<file path="config.mk">
export PLATFORM = sky130hd
export DESIGN_NAME = first_fit_heap_block_table_unit
export DESIGN_NICKNAME = d
export VERILOG_FILES = /design/src/hdl/ffhbt_pkg.sv /design/src/hdl/ffhbt_ctrl.sv /design/src/hdl/ffhbt_datapath.sv /design/src/hdl/first_fit_heap_block_table_unit.sv
export SDC_FILE = /design/constraint.sdc
export NUM_CORES = 2
export LEC_CHECK = 0
export BUFFER_PORTS_ARGS = -buffer_cell sky130_fd_sc_hd__buf_2
export CAP_MARGIN = 20
export CORE_MARGIN = 5
export CORE_UTILIZATION = 30
export CTS_BUF_LIST = sky130_fd_sc_hd__clkbuf_8
export CTS_CLUSTER_DIAMETER = 60
export DETAILED_ROUTE_END_ITERATION = 7
export PLACE_DENSITY = 0.46
export SLEW_MARGIN = 5
export SYNTH_ARGS = -nofsm -noshare
export SYNTH_HDL_FRONTEND = slang
export SYNTH_SLANG_ARGS = --single-unit
</file>
<file path="constraint.sdc">
create_clock -name clock -period 7.7 [get_ports clock]
set_input_delay 0.385 -clock clock [delete_from_list [all_inputs] [get_ports clock]]
set_output_delay 0.385 -clock clock [all_outputs]
set_load 0.02 [all_outputs]
</file>
<file path="src/hdl/ffhbt_pkg.sv">
package ffhbt_pkg;

   localparam int OFFSET_BITS    = 24;
   localparam int SIZE_W         = 16;
   localparam int HEADER_BYTES   = 16;
   localparam int MAX_BLOCKS_DEF = 64;
   localparam int HEAP_END_W     = 25;
   // Wide enough for an end offset plus a header and a full size.
   localparam int SUM_W          = OFFSET_BITS + 2;
   localparam int CSR_INDEX_W    = 2;
   localparam int CSR_DATA_W     = 25;

   localparam logic [SIZE_W-1:0]     FIRST_SIZE_RESET = 16'h1000;
   localparam logic [HEAP_END_W-1:0] HEAP_END_RESET   = 25'h1000000;

   localparam logic [1:0] REQ_ALLOC   = 2'd0;
   localparam logic [1:0] REQ_FREE    = 2'd1;
   localparam logic [1:0] REQ_RESERVE = 2'd2;

   localparam logic [CSR_INDEX_W-1:0] CSR_FIRST_SIZE = 2'd0;
   localparam logic [CSR_INDEX_W-1:0] CSR_HEAP_END   = 2'd1;

   typedef enum logic [1:0] {
      ST_OK,
      ST_NO_FIT,
      ST_FULL,
      ST_PAST_END
   } status_type;

   typedef enum logic [1:0] {
      PLAN_FAIL,
      PLAN_INSERT,
      PLAN_DELETE
   } plan_type;

   typedef struct packed {
      logic [OFFSET_BITS-1:0] start;
      logic [SIZE_W-1:0]      size;
   } entry_type;

   typedef struct packed {
      logic       load;
      logic       scan_rd;
      logic       scan_step;
      logic       cap_hit;
      logic       cap_end;
      logic       set_result;
      status_type result_code;
      logic       move_rd;
      logic       move_wr;
      logic       commit;
      logic       respond;
   } cmd_type;

   typedef struct packed {
      logic     bad_req;
      logic     scan_end;
      logic     hit;
      plan_type plan;
      logic     full;
      logic     over_limit;
      logic     move_done;
   } stat_type;

endpackage

</file>
<file path="src/hdl/ffhbt_ctrl.sv">
module ffhbt_ctrl (
   input  logic               clock,
   input  logic               reset,
   input  logic               start,
   input  ffhbt_pkg::stat_type stat,
   output ffhbt_pkg::cmd_type  cmd,
   output logic               busy
);
   import ffhbt_pkg::*;

   typedef enum logic [2:0] {
      S_IDLE,
      S_SCAN_RD,
      S_SCAN_CHK,
      S_DECIDE,
      S_MOVE_RD,
      S_MOVE_WR,
      S_RESP
   } state_type;

   state_type state_ff, state_in;
   logic      busy_ff;

   always_comb begin
      cmd      = '0;
      state_in = state_ff;
      unique case (state_ff)
         S_IDLE: begin
            if (start) begin
               cmd.load = 1'b1;
               state_in = S_SCAN_RD;
            end
         end
         S_SCAN_RD: begin
            if (stat.bad_req) begin
               cmd.set_result  = 1'b1;
               cmd.result_code = ST_NO_FIT;
               state_in        = S_RESP;
            end else if (stat.scan_end) begin
               cmd.cap_end = 1'b1;
               state_in    = S_DECIDE;
            end else begin
               cmd.scan_rd = 1'b1;
               state_in    = S_SCAN_CHK;
            end
         end
         S_SCAN_CHK: begin
            if (stat.hit) begin
               cmd.cap_hit = 1'b1;
               state_in    = S_DECIDE;
            end else begin
               cmd.scan_step = 1'b1;
               state_in      = S_SCAN_RD;
            end
         end
         S_DECIDE: begin
            cmd.set_result = 1'b1;
            unique case (stat.plan)
               PLAN_DELETE: begin
                  cmd.result_code = ST_OK;
                  state_in        = S_MOVE_RD;
               end
               PLAN_INSERT: begin
                  // A full table outranks a block that runs past the heap end.
                  if (stat.full) begin
                     cmd.result_code = ST_FULL;
                     state_in        = S_RESP;
                  end else if (stat.over_limit) begin
                     cmd.result_code = ST_PAST_END;
                     state_in        = S_RESP;
                  end else begin
                     cmd.result_code = ST_OK;
                     state_in        = S_MOVE_RD;
                  end
               end
               default: begin
                  cmd.result_code = ST_NO_FIT;
                  state_in        = S_RESP;
               end
            endcase
         end
         S_MOVE_RD: begin
            if (stat.move_done) begin
               cmd.commit = 1'b1;
               state_in   = S_RESP;
            end else begin
               cmd.move_rd = 1'b1;
               state_in    = S_MOVE_WR;
            end
         end
         S_MOVE_WR: begin
            cmd.move_wr = 1'b1;
            state_in    = S_MOVE_RD;
         end
         S_RESP: begin
            cmd.respond = 1'b1;
            state_in    = S_IDLE;
         end
         default: begin
            state_in = S_IDLE;
         end
      endcase
   end

   always_ff @(posedge clock) begin
      if (reset) begin
         state_ff <= S_IDLE;
         busy_ff  <= 1'b0;
      end else begin
         state_ff <= state_in;
         busy_ff  <= (state_in != S_IDLE);
      end
   end

   assign busy = busy_ff;

endmodule

</file>
<file path="src/hdl/ffhbt_datapath.sv">
module ffhbt_datapath #(
   parameter int MAX_BLOCKS = ffhbt_pkg::MAX_BLOCKS_DEF
) (
   input  logic                              clock,
   input  logic                              reset,
   input  logic [1:0]                        req_type,
   input  logic [ffhbt_pkg::OFFSET_BITS-1:0] req_user_addr,
   input  logic [ffhbt_pkg::SIZE_W-1:0]      req_size,
   input  logic                              csr_write,
   input  logic [ffhbt_pkg::CSR_INDEX_W-1:0] csr_index,
   input  logic [ffhbt_pkg::CSR_DATA_W-1:0]  csr_wdata,
   input  ffhbt_pkg::cmd_type                cmd,
   output ffhbt_pkg::stat_type               stat,
   output logic                              rsp_valid,
   output ffhbt_pkg::status_type             rsp_status,
   output logic [ffhbt_pkg::OFFSET_BITS-1:0] rsp_result_addr
);
   import ffhbt_pkg::*;

   localparam int IDX_W = (MAX_BLOCKS > 2) ? $clog2(MAX_BLOCKS) : 1;
   localparam int CNT_W = $clog2(MAX_BLOCKS + 1);
   localparam logic [SUM_W-1:0] HDR_S = SUM_W'(HEADER_BYTES);
   localparam logic [SUM_W-1:0] CAP_S = SUM_W'(1) << OFFSET_BITS;
   localparam logic [CNT_W-1:0] ONE_C = CNT_W'(1);
   localparam logic [CNT_W-1:0] MAX_C = CNT_W'(MAX_BLOCKS);

   // Entry 0 always starts at offset zero and never moves, so only its size
   // is kept; the memory holds entries 1 and up.
   entry_type mem [MAX_BLOCKS];
   entry_type rd_data_ff;

   logic [CNT_W-1:0]       count_ff, count_in;
   logic [SIZE_W-1:0]      e0_size_ff, e0_size_in;
   logic [HEAP_END_W-1:0]  heap_end_ff, heap_end_in;
   logic [1:0]             op_ff, op_in;
   logic [OFFSET_BITS-1:0] addr_ff, addr_in;
   logic [SIZE_W-1:0]      size_ff, size_in;
   logic [CNT_W-1:0]       idx_ff, idx_in;
   logic [IDX_W-1:0]       pos_ff, pos_in;
   logic [OFFSET_BITS-1:0] prev_start_ff, prev_start_in;
   logic [SUM_W-1:0]       prev_end_ff, prev_end_in;
   logic [SUM_W-1:0]       place_hdr_ff, place_hdr_in;
   plan_type               plan_ff, plan_in;
   logic                   rsp_valid_ff, rsp_valid_in;
   status_type             rsp_status_ff, rsp_status_in;
   logic [OFFSET_BITS-1:0] rsp_addr_ff, rsp_addr_in;

   logic [SUM_W-1:0]       hdr;
   logic [SUM_W-1:0]       rd_start;
   logic [SUM_W-1:0]       rd_end;
   logic [SUM_W-1:0]       alloc_need;
   logic [SUM_W-1:0]       hdr_need;
   logic [SUM_W-1:0]       place_need;
   logic [SUM_W-1:0]       placed_addr;
   logic [SUM_W-1:0]       limit;
   logic                   alloc_fit;
   logic                   between;
   logic                   gap_fit;
   logic                   free_match;
   logic                   tail_fit;
   logic [CNT_W-1:0]       idx_m1;
   logic [CNT_W-1:0]       idx_p1;
   logic [CNT_W-1:0]       cnt_m1;
   logic [CNT_W-1:0]       pos_p1_c;
   logic [IDX_W-1:0]       pos_p1;
   logic                   is_insert;
   logic                   mem_re;
   logic                   mem_we;
   logic [IDX_W-1:0]       mem_raddr;
   logic [IDX_W-1:0]       mem_waddr;
   entry_type              mem_wdata;

   assign hdr         = SUM_W'(addr_ff) - HDR_S;
   assign rd_start    = SUM_W'(rd_data_ff.start);
   assign rd_end      = rd_start + HDR_S + SUM_W'(rd_data_ff.size);
   assign alloc_need  = prev_end_ff + HDR_S + SUM_W'(size_ff);
   assign hdr_need    = hdr + HDR_S + SUM_W'(size_ff);
   assign place_need  = place_hdr_ff + HDR_S + SUM_W'(size_ff);
   assign placed_addr = place_hdr_ff + HDR_S;
   assign limit       = (SUM_W'(heap_end_ff) > CAP_S) ? CAP_S : SUM_W'(heap_end_ff);

   assign alloc_fit   = (alloc_need <= rd_start);
   assign between     = (SUM_W'(prev_start_ff) < hdr) && (hdr < rd_start);
   assign gap_fit     = (prev_end_ff <= hdr) && (hdr_need <= rd_start);
   assign free_match  = ((rd_start + HDR_S) == SUM_W'(addr_ff));
   assign tail_fit    = (prev_end_ff <= hdr);

   assign idx_m1    = idx_ff - ONE_C;
   assign idx_p1    = idx_ff + ONE_C;
   assign cnt_m1    = count_ff - ONE_C;
   assign pos_p1_c  = CNT_W'(pos_ff) + ONE_C;
   assign pos_p1    = pos_p1_c[IDX_W-1:0];
   assign is_insert = (plan_ff == PLAN_INSERT);

   // Status toward the controller.
   always_comb begin
      stat.bad_req = !((op_ff == REQ_ALLOC) || (op_ff == REQ_FREE) ||
                       ((op_ff == REQ_RESERVE) && (SUM_W'(addr_ff) >= HDR_S)));
      stat.scan_end = (idx_ff == count_ff);
      unique case (op_ff)
         REQ_ALLOC:   stat.hit = alloc_fit;
         REQ_FREE:    stat.hit = free_match;
         REQ_RESERVE: stat.hit = between;
         default:     stat.hit = 1'b0;
      endcase
      stat.plan       = plan_ff;
      stat.full       = (count_ff >= MAX_C);
      stat.over_limit = (place_need > limit);
      stat.move_done  = is_insert ? (idx_ff == pos_p1_c) : (idx_p1 == count_ff);
   end

   // Memory port control. Inserts shift entries up from the tail, deletes
   // shift them down toward the freed slot.
   always_comb begin
      mem_re = cmd.scan_rd | cmd.move_rd;
      if (cmd.scan_rd) begin
         mem_raddr = idx_ff[IDX_W-1:0];
      end else if (is_insert) begin
         mem_raddr = idx_m1[IDX_W-1:0];
      end else begin
         mem_raddr = idx_p1[IDX_W-1:0];
      end
      mem_we = cmd.move_wr | (cmd.commit & is_insert);
      if (cmd.move_wr) begin
         mem_waddr = idx_ff[IDX_W-1:0];
         mem_wdata = rd_data_ff;
      end else begin
         mem_waddr       = pos_p1;
         mem_wdata.start = place_hdr_ff[OFFSET_BITS-1:0];
         mem_wdata.size  = size_ff;
      end
   end

   always_ff @(posedge clock) begin
      if (mem_we) begin
         mem[mem_waddr] <= mem_wdata;
      end
      if (mem_re) begin
         rd_data_ff <= mem[mem_raddr];
      end
   end

   always_comb begin
      count_in      = count_ff;
      e0_size_in    = e0_size_ff;
      heap_end_in   = heap_end_ff;
      op_in         = op_ff;
      addr_in       = addr_ff;
      size_in       = size_ff;
      idx_in        = idx_ff;
      pos_in        = pos_ff;
      prev_start_in = prev_start_ff;
      prev_end_in   = prev_end_ff;
      place_hdr_in  = place_hdr_ff;
      plan_in       = plan_ff;
      rsp_valid_in  = cmd.respond;
      rsp_status_in = rsp_status_ff;
      rsp_addr_in   = rsp_addr_ff;

      if (csr_write) begin
         if (csr_index == CSR_FIRST_SIZE) begin
            // The first block follows the register only while it stands alone.
            if (count_ff == ONE_C) begin
               e0_size_in = csr_wdata[SIZE_W-1:0];
            end
         end else if (csr_index == CSR_HEAP_END) begin
            heap_end_in = csr_wdata[HEAP_END_W-1:0];
         end
      end

      if (cmd.load) begin
         op_in         = req_type;
         addr_in       = req_user_addr;
         size_in       = req_size;
         idx_in        = ONE_C;
         prev_start_in = '0;
         prev_end_in   = HDR_S + SUM_W'(e0_size_ff);
      end

      if (cmd.scan_step) begin
         prev_start_in = rd_data_ff.start;
         prev_end_in   = rd_end;
         idx_in        = idx_p1;
      end

      if (cmd.cap_hit) begin
         pos_in       = (op_ff == REQ_FREE) ? idx_ff[IDX_W-1:0] : idx_m1[IDX_W-1:0];
         place_hdr_in = (op_ff == REQ_ALLOC) ? prev_end_ff : hdr;
         unique case (op_ff)
            REQ_ALLOC:   plan_in = PLAN_INSERT;
            REQ_FREE:    plan_in = PLAN_DELETE;
            REQ_RESERVE: plan_in = gap_fit ? PLAN_INSERT : PLAN_FAIL;
            default:     plan_in = PLAN_FAIL;
         endcase
      end

      if (cmd.cap_end) begin
         pos_in       = cnt_m1[IDX_W-1:0];
         place_hdr_in = (op_ff == REQ_ALLOC) ? prev_end_ff : hdr;
         unique case (op_ff)
            REQ_ALLOC:   plan_in = PLAN_INSERT;
            REQ_RESERVE: plan_in = tail_fit ? PLAN_INSERT : PLAN_FAIL;
            default:     plan_in = PLAN_FAIL;
         endcase
      end

      if (cmd.set_result) begin
         rsp_status_in = cmd.result_code;
         if (cmd.result_code == ST_OK) begin
            rsp_addr_in = (plan_ff == PLAN_DELETE) ? addr_ff
                                                   : placed_addr[OFFSET_BITS-1:0];
            idx_in      = is_insert ? count_ff : CNT_W'(pos_ff);
         end else begin
            rsp_addr_in = '0;
         end
      end

      if (cmd.move_wr) begin
         idx_in = is_insert ? idx_m1 : idx_p1;
      end

      if (cmd.commit) begin
         count_in = is_insert ? (count_ff + ONE_C) : cnt_m1;
      end
   end

   always_ff @(posedge clock) begin
      if (reset) begin
         count_ff     <= ONE_C;
         e0_size_ff   <= FIRST_SIZE_RESET;
         heap_end_ff  <= HEAP_END_RESET;
         rsp_valid_ff <= 1'b0;
      end else begin
         count_ff     <= count_in;
         e0_size_ff   <= e0_size_in;
         heap_end_ff  <= heap_end_in;
         rsp_valid_ff <= rsp_valid_in;
      end
      op_ff         <= op_in;
      addr_ff       <= addr_in;
      size_ff       <= size_in;
      idx_ff        <= idx_in;
      pos_ff        <= pos_in;
      prev_start_ff <= prev_start_in;
      prev_end_ff   <= prev_end_in;
      place_hdr_ff  <= place_hdr_in;
      plan_ff       <= plan_in;
      rsp_status_ff <= rsp_status_in;
      rsp_addr_ff   <= rsp_addr_in;
   end

   assign rsp_valid       = rsp_valid_ff;
   assign rsp_status      = rsp_status_ff;
   assign rsp_result_addr = rsp_addr_ff;

endmodule

</file>
<file path="src/hdl/first_fit_heap_block_table_unit.sv">
// Channel   Handshake                             Payload
// request   start, busy (accept: start & !busy)   req_type, req_user_addr, req_size
// response  rsp_valid (one-cycle strobe)          rsp_status, rsp_result_addr
// config    csr_valid, csr_ready                  csr_index, csr_wdata
//
// Requests run one at a time; the response strobe follows a scan that reads the entries
// in order and, for a success, the shift of the entries that move. A request failing
// after the scan skips the shift, and an unknown request or a reserve below the header
// size answers without a scan.
// Reset is synchronous and empties the table down to the first block.
// The receiver cannot stall: rsp_valid is high for one cycle; csr writes are always ready.
module first_fit_heap_block_table_unit #(
   parameter int MAX_BLOCKS = ffhbt_pkg::MAX_BLOCKS_DEF
) (
   input  logic                              clock,
   input  logic                              reset,
   input  logic                              start,
   output logic                              busy,
   input  logic [1:0]                        req_type,
   input  logic [ffhbt_pkg::OFFSET_BITS-1:0] req_user_addr,
   input  logic [ffhbt_pkg::SIZE_W-1:0]      req_size,
   output logic                              rsp_valid,
   output ffhbt_pkg::status_type             rsp_status,
   output logic [ffhbt_pkg::OFFSET_BITS-1:0] rsp_result_addr,
   input  logic                              csr_valid,
   output logic                              csr_ready,
   input  logic [ffhbt_pkg::CSR_INDEX_W-1:0] csr_index,
   input  logic [ffhbt_pkg::CSR_DATA_W-1:0]  csr_wdata
);
   import ffhbt_pkg::*;

   cmd_type  cmd;
   stat_type stat;
   logic     csr_write;

   assign csr_ready = 1'b1;
   assign csr_write = csr_valid & csr_ready;

   ffhbt_ctrl u_ctrl (
      .clock (clock),
      .reset (reset),
      .start (start),
      .stat  (stat),
      .cmd   (cmd),
      .busy  (busy)
   );

   ffhbt_datapath #(
      .MAX_BLOCKS (MAX_BLOCKS)
   ) u_datapath (
      .clock           (clock),
      .reset           (reset),
      .req_type        (req_type),
      .req_user_addr   (req_user_addr),
      .req_size        (req_size),
      .csr_write       (csr_write),
      .csr_index       (csr_index),
      .csr_wdata       (csr_wdata),
      .cmd             (cmd),
      .stat            (stat),
      .rsp_valid       (rsp_valid),
      .rsp_status      (rsp_status),
      .rsp_result_addr (rsp_result_addr)
   );

   // A response ends its transaction, so the unit is free while it shows.
   assert property (@(posedge clock) disable iff (reset)
      rsp_valid |-> !busy)
      else $error("response strobe while busy");

   assert property (@(posedge clock) disable iff (reset)
      rsp_valid |=> !rsp_valid)
      else $error("response strobe longer than one cycle");

   assert property (@(posedge clock) disable iff (reset)
      (rsp_valid && (rsp_status != ST_OK)) |-> (rsp_result_addr == '0))
      else $error("failed transaction returned a nonzero address");

   assert property (@(posedge clock) disable iff (reset)
      (start && !busy) |=> (busy && !rsp_valid))
      else $error("accepted transaction did not make the unit busy");

endmodule
</file>
Word-level counts from Yosys, hierarchy flattened
Memories as Yosys holds them, arrays and structs flattened. A register that Yosys moved wholly into a read port is not among the register bits.
Index checks and enable logic that the tools add are counted.
- word-level logic and storage cells: 141
- memory bits (writable): 2560
- output and inout bits: 29
- bits of input ports: 73
- memories: 1
- bits in registers: 212
- memories (memory ; words ; bits a word ; read ports ; clocked after Yosys merged registers in ; wr ports ; line ; source):
    u_datapath.mem ; 64 ; 40 ; 1 ; 1 ; 1 ; ffhbt_datapath.sv:29 ; entry_type mem [MAX_BLOCKS];
- bitwise gates (word level): 4
- reductions and logical operators: 14
- muxes and demuxes: 65
- $add $sub $neg: 15
- eq/ne operators: 16
- order comparisons: 9
- operator list (kind ; number):
    two-way mux 26 bit ; 5
    adder 26 x 16 -> 26 bit ; 4
    adder 26 x 5 -> 26 bit (second input constant) ; 3
    two-way mux 24 bit ; 3
    two-way mux 7 bit ; 8
    less-or-equal comparator 26 x 24 -> 1 bit ; 2
    two-way mux 40 bit ; 1
    two-way mux 6 bit ; 6
    == test 26 x 24 -> 1 bit ; 1
    > comparator 26 bit ; 1
    less-or-equal comparator 26 bit ; 1
    < comparator 24 x 26 -> 1 bit ; 1
    < comparator 26 x 24 -> 1 bit ; 1
    adder 24 x 5 -> 25 bit (second input constant) ; 1
    > comparator 25 bit (second input constant) ; 1
    two-way mux 25 bit ; 1
    subtractor 24 x 5 -> 25 bit (second input constant) ; 1
    greater-or-equal comparator 24 x 5 -> 1 bit (second input constant) ; 1
    two-way mux 1 bit ; 22
    == test 7 bit ; 3
    two-way mux 2 bit ; 9
    case mux 3 bit (6 select lines) ; 1
    adder 5 x 16 -> 17 bit (first input constant) ; 1
    adder 7 x 1 -> 7 bit (second input constant) ; 2
    other kinds (24) ; 43

Depth between registers and ports, before layout
- depth after elaboration: 11
- mapped depth: 26
- mapped depth without buffers: 25

By module
Synthesis repeated with hierarchy kept, for this count alone.
- cell total of the unflattened synthesis: 5904
- area total of the unflattened synthesis: 116773.2 µm²
- by module, submodules not included (module ; area an instance (µm²) ; cells an instance ; instances):
    ffhbt_datapath ; 116404.1 ; 5857 ; 1
    ffhbt_ctrl ; 357.8 ; 45 ; 1
    first_fit_heap_block_table_unit ; 11.3 ; 2 ; 1

Worst setup path before layout
Ideal clock, no wire load.
- path kind: reg-to-reg
- from: register u_datapath.size_ff[2]
- to: register u_datapath.prev_end_ff[0] (enable)
- buffers on the path: 3
- clock period less this slack: 6672 ps
- stages on the path, launching flop included: 24
- slack: 1028 ps
- arrival time: 6076 ps
- cell sequence: edfxtp_1 -> ha_1 -> ha_1 -> a211oi_1 -> o21ai_0 -> nand2b_1 -> o211ai_1 -> a221oi_1 -> nor2_1 -> and3_1 -> xor2_1 -> ha_1 -> a221oi_1 -> o211ai_1 -> a21oi_1 -> o221ai_1 -> and3_1 -> a2111o_1 -> o21ai_1 -> or2_2 -> clkbuf_1 -> clkbuf_1 -> clkbuf_1 -> nand2_1
- longest elaborated chain between the ends: 6
- ends and longest elaborated chain (what ; line ; source):
    from (decl) ; ffhbt_datapath.sv:37 ; logic [SIZE_W-1:0] size_ff, size_in;
    from (signal assigned) ; ffhbt_datapath.sv:241 ; size_ff <= size_in;
    adder 26 x 16 -> 26 bit ; ffhbt_datapath.sv:76 ; assign alloc_need = prev_end_ff + HDR_S + SUM_W'(size_ff);
    less-or-equal comparator 26 x 24 -> 1 bit ; ffhbt_datapath.sv:82 ; assign alloc_fit = (alloc_need <= rd_start);
    case mux 1 bit (3 select lines) ; ffhbt_datapath.sv:100 ; unique case (op_ff)
    two-way mux 1 bit ; ffhbt_ctrl.sv:48 ; if (stat.hit) begin
    two-way mux 2 bit ; ffhbt_ctrl.sv:27 ; unique case (state_ff)
    nonzero test 2 bit (no line) ; -- ;
    to (signal assigned) ; ffhbt_datapath.sv:245 ; prev_end_ff <= prev_end_in;
    to (decl) ; ffhbt_datapath.sv:41 ; logic [SUM_W-1:0] prev_end_ff, prev_end_in;
No other way between the ends.
A chain may end at the register's enable or synchronous reset.

Worst setup path after layout
- from: register u_datapath.prev_end_ff[2]
- to: register u_datapath.idx_ff[6]
- longest elaborated chain between the ends: 10
- ends and longest elaborated chain (what ; line ; source):
    adder 26 x 5 -> 26 bit * ; ffhbt_datapath.sv:76 ;
    adder 26 x 16 -> 26 bit * ; ffhbt_datapath.sv:76 ;
    less-or-equal comparator 26 x 24 -> 1 bit * ; ffhbt_datapath.sv:82 ;
    case mux 1 bit (3 select lines) * ; ffhbt_datapath.sv:100 ;
    two-way mux 1 bit * ; ffhbt_ctrl.sv:48 ;
    two-way mux 2 bit * ; ffhbt_ctrl.sv:27 ;
    two-way mux 7 bit * ; ffhbt_datapath.sv:180 ; if (cmd.scan_step) begin
    two-way mux 7 bit ; ffhbt_datapath.sv:209 ; if (cmd.result_code == ST_OK) begin
    two-way mux 7 bit * ; ffhbt_datapath.sv:207 ; if (cmd.set_result) begin
    two-way mux 7 bit * ; ffhbt_datapath.sv:218 ; if (cmd.move_wr) begin
    net u_datapath.idx_in[6] ; ffhbt_datapath.sv:38 ; logic [CNT_W-1:0] idx_ff, idx_in;
    to (signal assigned) ; ffhbt_datapath.sv:242 ; idx_ff <= idx_in;
    to (decl) ; ffhbt_datapath.sv:38 ;
The timed path passes the listed nets; every way through them passes the cells marked *.

==> summary.txt <==
Die
  – Starting Density: 30.1%
  – Die area: 418000 µm²
  – Die Span X: 646 µm
  – Num ports: 102
  – # rows: 233
  – DIE HEIGHT: 646 µm
  – Core Area: 403000 µm²

Run
  – Max cap viols: 0

Cells and area
  – # fillers: 39000
  – Area delta synth->final: 15.8%
  – Nets@finish: 9637
  – Share of cells above drive strength 1: 14.7%
  – Post-layout util: 34.9%

Setup path
  – Cell family with most CP delay: compound AO/OA/AOI/OAI gates
  – Max stage delay on crit path: 0.72 ns
  – Reg2reg setup slack: 0.88 ns
  – CP Capture Type: flip-flop
  – Critical path depth in cells: 22
  – Worst Path Buf+Inv: 1
  – Worst Path Max Fanout: 40
  – Crit-path slowest cell: o21ai_1
  – Worst EP required: 8.76 ns
  – CP Class: flip-flop to flip-flop
  – Top cell by count, worst path: ha_1
  – R2r worst-path depth: 22
  – WP data arrival: 7.88 ns
  – Reg-to-Reg End: u_datapath.idx_ff[6]
  – CP Launch Type: flip-flop
  – Worst reg2reg startpoint: u_datapath.prev_end_ff[2]
  – Crit path from: u_datapath.prev_end_ff[2]
  – Cells along the critical path: ha_1 -> ha_1 -> a211oi_1 -> o21ai_0 -> nand2b_1 -> o211ai_1 -> a221oi_1 -> nor2_1 -> and3_1 -> xor2_1 -> ha_1 -> a221oi_1 -> o211ai_1 -> a21oi_1 -> o221ai_1 -> and3_1 -> a2111o_1 -> o21ai_1 -> or2_2 -> buf_4 -> a311oi_1 -> o31ai_1

Clock network
  – Post-CTS Setup Bufs: 0
  – Clk sinks: 2812
  – Clk_lat worst skew: 1.21 ns
  – Clock root cell: clkbuf_8
  – CTS clk-pin slew, worst paths: 0.06 ns
  – Longest Clk Path Bufs: 4
  – TritonCTS clock tree: built
  – Num CTS Buffers: 470
  – CTS H-tree depth: 5

Detailed routing
  – Routed wire length: 460000 µm
  – First drt pass iteration count: 6
  – DR vias: 81300
  – DR WL/cell: 30.5 µm
  – Vias per inst: 5.38
  – DRT iter0 DRCs: 9027
  – Number of remaining DRC errors: 0
  – ANT nets after route: 0

Synthesis
  – Synth Area in Compound Gates: 7.73%
  – Post-synth EDFFs: 2752
  – Distinct cells, synth: 101
  – Yosys reg bits: 2812
  – Synth Area in Simple Gates: 11.0%
  – Multiplexer share of the synthesized area: 5.88%
  – Seq/Total Area, Yosys: 69.0%
  – Synth Area in XOR/XNOR: 1.50%
  – Primary FF master, synth: edfxtp_1
  – Post-Synth Adder-Cell Area: 2.74%
  – Combinational family with the most area after synthesis: simple AND/OR/NAND/NOR gates
  – Async set-reset flop share out of synthesis: 0%
  – Post-Syn Instances: 8740
  – Cell area after synthesis: 122000 µm²
  – Average size of a mapped cell: 13.9 µm²
  – Synthesized net count: 9077
  – Synth Warn #: 0

Placement
  – Pre-CTS setup slack: 0.854 ns
  – GPL Wtd Cong: 0.908
  – I/O Buffers: 100
  – Final HPWL DP: 293000 µm

Power and ir drop
  – PD cells: 420 nW/µm²
  – Power Total: 59.1 mW
  – Leak Pwr: 47.7 nW
  – Worst vdd ir: 490 µV

Global route
  – Largest net degree at the start of global routing: 109
  – Grt total ovfl: 0
  – First-pass GRT wire length: 634000 µm
  – Overall global routing resource usage: 21.3%
  – Initial antenna violation count: 19
  – Vias in the first global route: 79600

Timing
  – Final TNS setup: 0 ns
  – Final worst path period share: 88.5%
  – Setup ws final: 0.882 ns
  – Max-slew violation count: 0
  – Final hold viol count: 0
  – Slew HR: 16.2%
  – RSZ-0062 raised after global routing: false
  – Final Skew: 0.119 ns
  – Worst slew pin tran: 1.26 ns
  – Achievable Freq: 147 MHz
  – Final setup vio count: 0
  – Hold_ws: 0.112 ns
  – Min cycle time layout: 6.82 ns

Min path
  – Hold depth: 4
  – Worst Hold End: u_datapath.heap_end_ff[13]
  – HP Start: csr_wdata[13]
  – HP Class: input port to flip-flop

Outcome
  – Status: complete, no violations
cells in the final DEF, fill, tap and decap left out, types with 137 or more instances in the layout:
cell           synthesis  final
nand3_1              397    397
mux2i_1              289    289
a31oi_1              181    179
o21ai_0              181    155
nand2_1             1574   1553
inv_1                103    270
a21oi_1              200    198
ha_1                 260    260
dlygate4sd3_1          0    154
nor2_1               364    290
buf_4                 42    279
xnor2_1              154    153
edfxtp_1            2752   2752
clkbuf_8               0    478
mux4_2               137    137
cell usage after synthesis (all sizes together), types with 69 or more instances:
cell / n / area share, %
nor4: 69 / 0.36
mux4: 137 / 2.5
a32oi: 87 / 0.63
mux2: 104 / 0.96
a211oi: 99 / 0.61
nand2: 1576 / 4.9
o21ai: 191 / 0.79
mux2i: 289 / 2.4
nand4: 120 / 0.63
xnor2: 154 / 1.1
a21oi: 202 / 0.85
nor3: 137 / 0.57
ha: 260 / 2.7
and3: 127 / 0.65
inv: 104 / 0.32
edfxtp: 2752 / 68
a31oi: 183 / 0.96
clkbuf: 239 / 0.74
nor2: 371 / 1.2
buf: 260 / 1.1
o22ai: 95 / 0.49
nand3: 399 / 1.7
per-layer routing:
| metal | global-route usage, % | wire length [µm] | vias to the layer above | share of wire (%) |
|---|---|---|---|---|
| met4 | 8.03 | 19400 | 6 | 4.2 |
| met3 | 3.20 | 31800 | 769 | 6.9 |
| met1 | 28.7 | 194000 | 42200 | 42 |
| li1 | - | - | 34800 | - |
| met2 | 34.6 | 215000 | 3501 | 47 |
| met5 | 0 | 36 | - | 0.0078 |
cells by family after synthesis:
logic type / Yosys count
other: 2
xor gates and xnor gates: 208
adders and majority gates: 264
and+or+nand+nor: 2979
buffers and inverters: 607
DFF: 2812
muxes: 530
AOI/OAI and AO/OA: 1338
worst max-delay path by stage:
stage / endpoint
finish: u_datapath.idx_ff[6]
global route: u_datapath.idx_ff[5]
CTS: u_datapath.prev_start_ff[1]
detailed placement: u_datapath.prev_start_ff[23]
global placement: u_datapath.prev_end_ff[5]
floorplan: u_datapath.prev_end_ff[0]
registers in the layout, indices dropped and copies added, names as in the netlist:
name                        cells
u_ctrl.busy                     1
u_ctrl.state_ff                 3
u_datapath.addr_ff             24
u_datapath.count_ff             7
u_datapath.e0_size_ff          16
u_datapath.heap_end_ff         25
u_datapath.idx_ff               7
u_datapath.mem               2560
u_datapath.op_ff                2
u_datapath.place_hdr_ff        26
u_datapath.plan_ff              2
u_datapath.pos_ff               6
u_datapath.prev_end_ff         26
u_datapath.prev_start_ff       24
u_datapath.rd_data_ff          40
u_datapath.rsp_result_addr     24
u_datapath.rsp_status           2
u_datapath.rsp_valid            1
u_datapath.size_ff             16
per-stage QoR:
stage | cell area (µm²) | instances
final | 141000 | 15100
after global routing | 141000 | 15100
after CTS | 141000 | 15100
after detailed placement | 131000 | 14100
after global placement | 131000 | 14100
after floorplan | 122000 | 8740
area by class of cell:
class                      count  area (µm²)  share of cell area (%)
clock inverter               375        1860                    1.32
inverter                     108         405                   0.288
timing repair buffer         587        5170                    3.67
sequential                  2812       83800                    59.6
multi-input combinational   5321       36100                    25.6
clock buffer                 478        6580                    4.67
tap                         5405        6760                    4.81
antenna                       11        27.5                  0.0196
report_power, final:
group / switching [mW] / internal, mW
logic: 19.3 / 8.51
registers: 0.800 / 18.3
clock network: 6.31 / 5.93
total: 26.4 / 32.7
timing repair:
action,CTS,global route
gates resized for setup,0,0
hold buffers,154,0
endpoints found under the hold margin,99,0
worst reg2reg max path, stage by stage, from the launching register on:
cell      delay, ns
edfxtp_1       0.45
ha_1           0.37
ha_1           0.31
a211oi_1       0.34
o21ai_0        0.25
nand2b_1       0.20
o211ai_1       0.18
a221oi_1       0.71
nor2_1         0.16
and3_1         0.24
xor2_1         0.14
ha_1           0.21
a221oi_1       0.31
o211ai_1       0.14
a21oi_1        0.14
o221ai_1       0.12
and3_1         0.20
a2111o_1       0.52
o21ai_1        0.73
or2_2          0.26
buf_4          0.41
a311oi_1       0.17
o31ai_1        0.21
Note: power is estimated with default switching activity, not from simulation.
